--- config.mk ---
export PLATFORM = sky130hd
export DESIGN_NAME = cnv_ofifo
export DESIGN_NICKNAME = d
export VERILOG_FILES = /design/src/design/cnv_pkg.sv /design/src/design/cnv_ofifo.sv
export SDC_FILE = /design/constraint.sdc
export NUM_CORES = 1
export LEC_CHECK = 0
export BUFFER_PORTS_ARGS = -buffer_cell sky130_fd_sc_hd__buf_4
export CELL_PAD_IN_SITES_DETAIL_PLACEMENT = 0
export CELL_PAD_IN_SITES_GLOBAL_PLACEMENT = 2
export CORE_UTILIZATION = 45
export CTS_CLUSTER_DIAMETER = 40
export DETAILED_ROUTE_END_ITERATION = 12
export PLACE_DENSITY_LB_ADDON = 0.08
export SETUP_SLACK_MARGIN = 0.3
export SLEW_MARGIN = 20
export SYNTH_ARGS = -nofsm -noshare
export SYNTH_HDL_FRONTEND = slang
export SYNTH_SLANG_ARGS = --single-unit
--- constraint.sdc ---
create_clock -name i_clk -period 2.2 [get_ports i_clk]
set_input_delay 0.55 -clock i_clk [delete_from_list [all_inputs] [get_ports i_clk]]
set_output_delay 0.55 -clock i_clk [all_outputs]
set_load 0.01 [all_outputs]
--- src/design/cnv_pkg.sv ---
// shared types, constants and codes of the 7x7 image filter
package cnv_pkg;

    localparam int KS        = 7;
    localparam int PAD       = 3;
    localparam int KK        = KS * KS;
    localparam int FRAC      = 11;
    localparam int MAX_W     = 1024;
    localparam int ROW_LIMIT = 1024;
    localparam int AW        = 10;
    localparam int LB_ROWS   = KS - 1;
    localparam int LB_W      = LB_ROWS * 8;
    localparam int PROD_W    = 25;
    localparam int ROW_W     = 28;
    localparam int ACC_W     = 31;
    localparam int FIFO_D    = 16;
    localparam int FIFO_AW   = 4;
    localparam int CRED_W    = 5;
    // one item issues at most PAD+1 results, plus one from the item ahead of it
    localparam int CRED_OK   = FIFO_D - PAD - 2;

    localparam logic [1:0] MODE_COEF   = 2'd0;
    localparam logic [1:0] MODE_PIXEL  = 2'd1;
    localparam logic [1:0] MODE_FLUSH  = 2'd2;
    localparam logic [1:0] MODE_UNUSED = 2'd3;

    localparam logic [0:0] REG_WIDTH  = 1'd0;
    localparam logic [0:0] REG_HEIGHT = 1'd1;

    typedef struct packed {
        logic [1:0]         mode;
        logic [7:0]         pixel;
        logic [5:0]         coef_index;
        logic signed [15:0] coef_value;
    } t_in;

    typedef struct packed {
        logic [7:0] out_pixel;
        logic [9:0] out_row;
        logic [9:0] out_col;
        logic       run_last;
        logic       frame_end;
    } t_out;

    typedef struct packed {
        logic [9:0] row;
        logic [9:0] col;
        logic       last;
        logic       fend;
    } t_tag;

    typedef logic [7:0] t_win [KS][KS];
    typedef logic signed [15:0] t_coefs [KK];

endpackage

--- src/design/cnv_ofifo.sv ---
// output queue between the filter pipeline and the result channel
module cnv_ofifo (
    input  logic          i_clk,
    input  logic          i_rst_n,
    input  logic          i_push,
    input  cnv_pkg::t_out i_data,
    input  logic          i_pop,
    output logic          o_valid,
    output cnv_pkg::t_out o_data
);

    cnv_pkg::t_out                  r_mem [cnv_pkg::FIFO_D];
    logic [cnv_pkg::FIFO_AW-1:0]    r_wptr;
    logic [cnv_pkg::FIFO_AW-1:0]    r_rptr;
    logic [cnv_pkg::CRED_W-1:0]     r_count;

    always_ff @(posedge i_clk) begin
        if (i_push) begin
            r_mem[r_wptr] <= i_data;
        end
    end

    always_ff @(posedge i_clk) begin
        if (!i_rst_n) begin
            r_wptr  <= '0;
            r_rptr  <= '0;
            r_count <= '0;
        end else begin
            if (i_push) begin
                r_wptr <= r_wptr + 1'b1;
            end
            if (i_pop) begin
                r_rptr <= r_rptr + 1'b1;
            end
            r_count <= r_count + cnv_pkg::CRED_W'(i_push) - cnv_pkg::CRED_W'(i_pop);
        end
    end

    assign o_valid = (r_count != '0);
    assign o_data  = r_mem[r_rptr];

endmodule

* Word level (Yosys, flattened, before mapping)
Memories as Yosys holds them, arrays and structs flattened. A register that Yosys moved wholly into a read port is not among the register bits.
Index checks and enable logic that the tools add are counted.
** Storage, ports and cells
- Flip-flop bits (word level) :: 13
- Bits in writable memories :: 480
- Input port bits :: 34
- Output and inout bits :: 31
- Logic and storage cells :: 13
- Memories kept :: 1
** Operators by class
- Add/subtract/negate cells :: 4
- Muxes and demuxes :: 4
- Reduce and logical (&&, ||, !) cells :: 1
** Memories
- r_mem :: depth 16, bits a word 30, read ports 1, clocked after Yosys merged registers in 1, wr ports 1, line cnv_ofifo.sv:12 : cnv_pkg::t_out r_mem [cnv_pkg::FIFO_D];
** Operators by type and width (number)
- $add 4x1->4 const B :: 2
- $mux 4 :: 2
- $add 5x1->5 :: 1
- $reduce_bool 5->1 :: 1
- $sub 5x1->5 :: 1
- $mux 1 :: 2

* Longest topological paths before layout
- Depth after elaboration :: 3
- Depth in mapped cells :: 9
- Mapped depth without buffers :: 9

* Least setup slack after synthesis
OpenSTA, ideal clock, no wires.
- Path kind :: input to register
- From :: input i_push
- To :: memory r_mem[0][0] (netlist name), enable pin
- Setup time :: 0.390 ns
- Arrival time :: 1.871 ns
- Required time :: 1.810 ns
- Path slack :: -0.060 ns
- Stages on the path :: 3
- Buffers on the path :: 1
- Cell sequence :: clkbuf_1 -> nor3b_1 -> and2_1
** On the way
- Cells in the longest elaborated chain, start to end :: 2
** RTL lines
- start, declared :: line cnv_ofifo.sv:5 : input logic i_push,
- $mux 1 :: line cnv_ofifo.sv:18 : if (i_push) begin
- $mux 1 (implied by the code) :: line cnv_ofifo.sv:19 : r_mem[r_wptr] <= i_data;
- end, declared :: line cnv_ofifo.sv:12
Every way passes these cells.

==> impl_metrics.yaml <==
job:
  cap_violations: 0
place:
  place_congestion: 0.725
  place_area_mm2: 0.0209
  dp_hpwl_um: 23400
  preCtsSetupSlack_ps: -170
  portBuffers: 64
synth:
  synth-seq-cells: 497
  syn_avg_cell_area_um2: 23.1
  syn_inst: 829
  synth.distinct_cells: 29
  seq_area_frac_synth_pct: 77.1
  ys_warn_count: 0
  synth_area_mm2: 0.0191
  syn-num-nets: 875
  synth_top_area_share_pct: 75.3
  synth_area_leaders: "edfxtp_1, mux4_2, mux4_1, a22oi_1, dfxtp_1"
  synth_area_leader_cell: "edfxtp_1"
cells_and_area:
  layout-drive-gt1-share_pct: 41.4
  diodes: 0
  fin_util_pct: 56.7
  stdcell_area_mm2: 0.0238
  nets: 1053
  area_growth_pct: 24.3
  fillers: 3068
grt:
  use_met1_pct: 28.0
  grt_overflow: 0
  busiest_layer: "met2"
  grt_util_met3_pct: 3.79
  grt_max_degree: 33
  use_met2_pct: 34.2
  antenna_found_initial: 1
  grt_pass1_vias: 9920
  grt.total_usage_pct: 20.6
  grt_pass1_wl_um: 64100
die:
  core_area_mm2: 0.0419
  num_rows: 75
  start_util_pct: 45.6
  dieArea_mm2: 0.0434
  chipWidth_um: 208
  io_pins: 65
  die_height_um: 208
detailed_routing:
  drt_wl_total_um: 43600
  drt-initial-drc-count: 615
  vias: 9034
  drc_errors: 0
  drt-pass1-iter-count: 5
  ant_nets: 0
  viasPerCell: 5.66
  avgRoutedWirePerCell_um: 27.3
timing:
  report.final.slew_viol_count: 0
  rsz0062_at_grt: "yes"
  worst_pin_slew_ps: 402
  timing.final.hold_violations: 0
  clock_skew_ps: 20.1
  setup_ws_ps: -648
  clock.fmax_mhz: 351
  fin_crit_ps: 2850
  fin_crit_sh_pct: 129
  setup-violations-final: 30
  slew_headroom_pct: 73.2
clock_network:
  htreeDepth: 3
  cts_sinks: 497
  ctsHoldBuffers: 0
  cts_tree: "built"
  clockBufferDepth: 3
  cts-buffers-inserted: 68
  cts_root_buffer: "clkbuf_16"
  insertion_delay_ps: 580
  clk_pin_slew_ps: 60
power:
  p_total_mw: 23.7
  p_leak_nw: 7.78
  p_per_area_mw_per_mm2: 997
  peakVddDrop_uv: 646
min_path:
  min_path_type: "primary input to flop"
worst_setup_path:
  crit_path_max_fanout: 6
  criticalPathCategory: "flop to output port"
  worstPathArrival_ps: 2300
  startpoint_type: "flop"
  cp-end-kind: "output port"
  cp.required_ps: 1650
status:
  status: "finished with violations"
  violations: "setup timing"
layer usage:
| metal | vias to the layer above | share of wire [%] |
|---|---|---|
| li1 | 3884 | - |
| met1 | 4862 | 42 |
| met2 | 239 | 51 |
| met3 | 47 | 5.3 |
| met4 | 2 | 1.5 |
| met5 | - | 0.025 |
metrics by stage:
step                cells  TNS (ps)  hold WS [ps]
global route         1597    -20330           270
global placement     1456     -1730           527
finish               1597    -17830           273
CTS                  1593    -18980           247
floorplan             829         0           525
detailed placement   1456     -1980           571
what timing repair did:
| item | in CTS | in global routing |
|---|---|---|
| pin swaps | 13 | 9 |
| buffers inserted | 12 | 2 |
| cloned | 4 | 2 |
| resized for setup | 70 | 28 |
| setup endpoints to repair | 32 | 32 |
power breakdown:
part           switching [mW]  leakage [nW]  internal, mW  total, mW
combinational           0.970          2.19          1.13       2.10
sequential             0.0724          4.48          10.5       10.6
clock                    4.07          1.11          6.91       11.0
total                    5.11          7.78          18.6       23.7
kinds of logic after synthesis:
kind of cell | share of synthesized area [%]
flip-flops | 77.1
XOR/XNOR | 0.412
adder cells (fa/ha/maj) | 0.824
buffers and inverters | 1.88
multiplexers | 15.3
AO/OA/AOI/OAI | 2.47
AND/OR/NAND/NOR | 2.05
synthesized netlist by cell type:
| cell type | instances |
|---|---|
| and2_1 | 28 |
| and3b_1 | 1 |
| mux4_1 | 54 |
| or3_1 | 1 |
| ha_1 | 11 |
| dfxtp_1 | 17 |
| mux4_2 | 66 |
| nor3b_1 | 1 |
| a22oi_1 | 60 |
| xor2_1 | 4 |
| buf_1 | 4 |
| clkbuf_1 | 17 |
| buf_6 | 1 |
| nor2b_1 | 4 |
| o21ai_0 | 1 |
| inv_1 | 8 |
| mux2i_1 | 2 |
| a21oi_1 | 2 |
| fa_1 | 1 |
| edfxtp_1 | 480 |
| buf_12 | 10 |
| nand3_1 | 1 |
| nand4_1 | 2 |
| a21o_1 | 1 |
| xnor2_1 | 5 |
| nor2_1 | 4 |
| buf_2 | 8 |
| nand2_1 | 33 |
| and3_1 | 2 |
final timing paths:
check	startpoint	to	cells after the start	slack (ps)
worst max-delay path	flop	o_data[8]	7	-650
worst min-delay path	i_data[1]	r_mem[4][1]$_DFFE_PP_	1	270
worst max register to register	r_count[0]$_SDFF_PN0_	r_count[4]$_SDFF_PN0_	9	260
worst min register to register	r_rptr[1]$_SDFFE_PN0P_	flop	2	570
placed cells by master (no fill, tap or decap), drive strengths merged, types with 2 or more instances in the layout:
cell type	instances
xor2	4
nand4	2
nor2b	4
ha	11
nor2	4
and3	2
inv	19
a22oi	60
bufinv	8
mux2i	2
dfxtp	17
nand2	33
clkbuf	84
edfxtp	480
clkinvlp	5
mux4	120
a21oi	2
clkinv	15
xnor2	5
and2	28
buf	146
flip-flops by register name (all words and copies together) (netlist names), named ones only:
| signal | cells |
|---|---|
| r_count | 5 |
| r_rptr | 4 |
| r_mem | 480 |
| r_wptr | 4 |
area by class of cell:
| cell class | count | area, um2 | share of cell area, % |
|---|---|---|---|
| multi-input cells | 284 | 4200 | 17.7 |
| well taps | 539 | 674 | 2.84 |
| clock buffers | 82 | 1820 | 7.64 |
| inverters | 8 | 32.5 | 0.137 |
| flip-flops and latches | 497 | 14800 | 62.1 |
| repair buffers | 148 | 1810 | 7.62 |
| clock inverters | 39 | 483 | 2.03 |
worst max-delay path, cell delays in order, from the launching register on:
cell	delay, ps
dfxtp_4	400
buf_4	150
buf_16	130
buf_4	120
mux4_2	500
a22oi_2	210
nand2_1	70
buf_4	140
No activity file was read; power rests on OpenSTA's default activity.
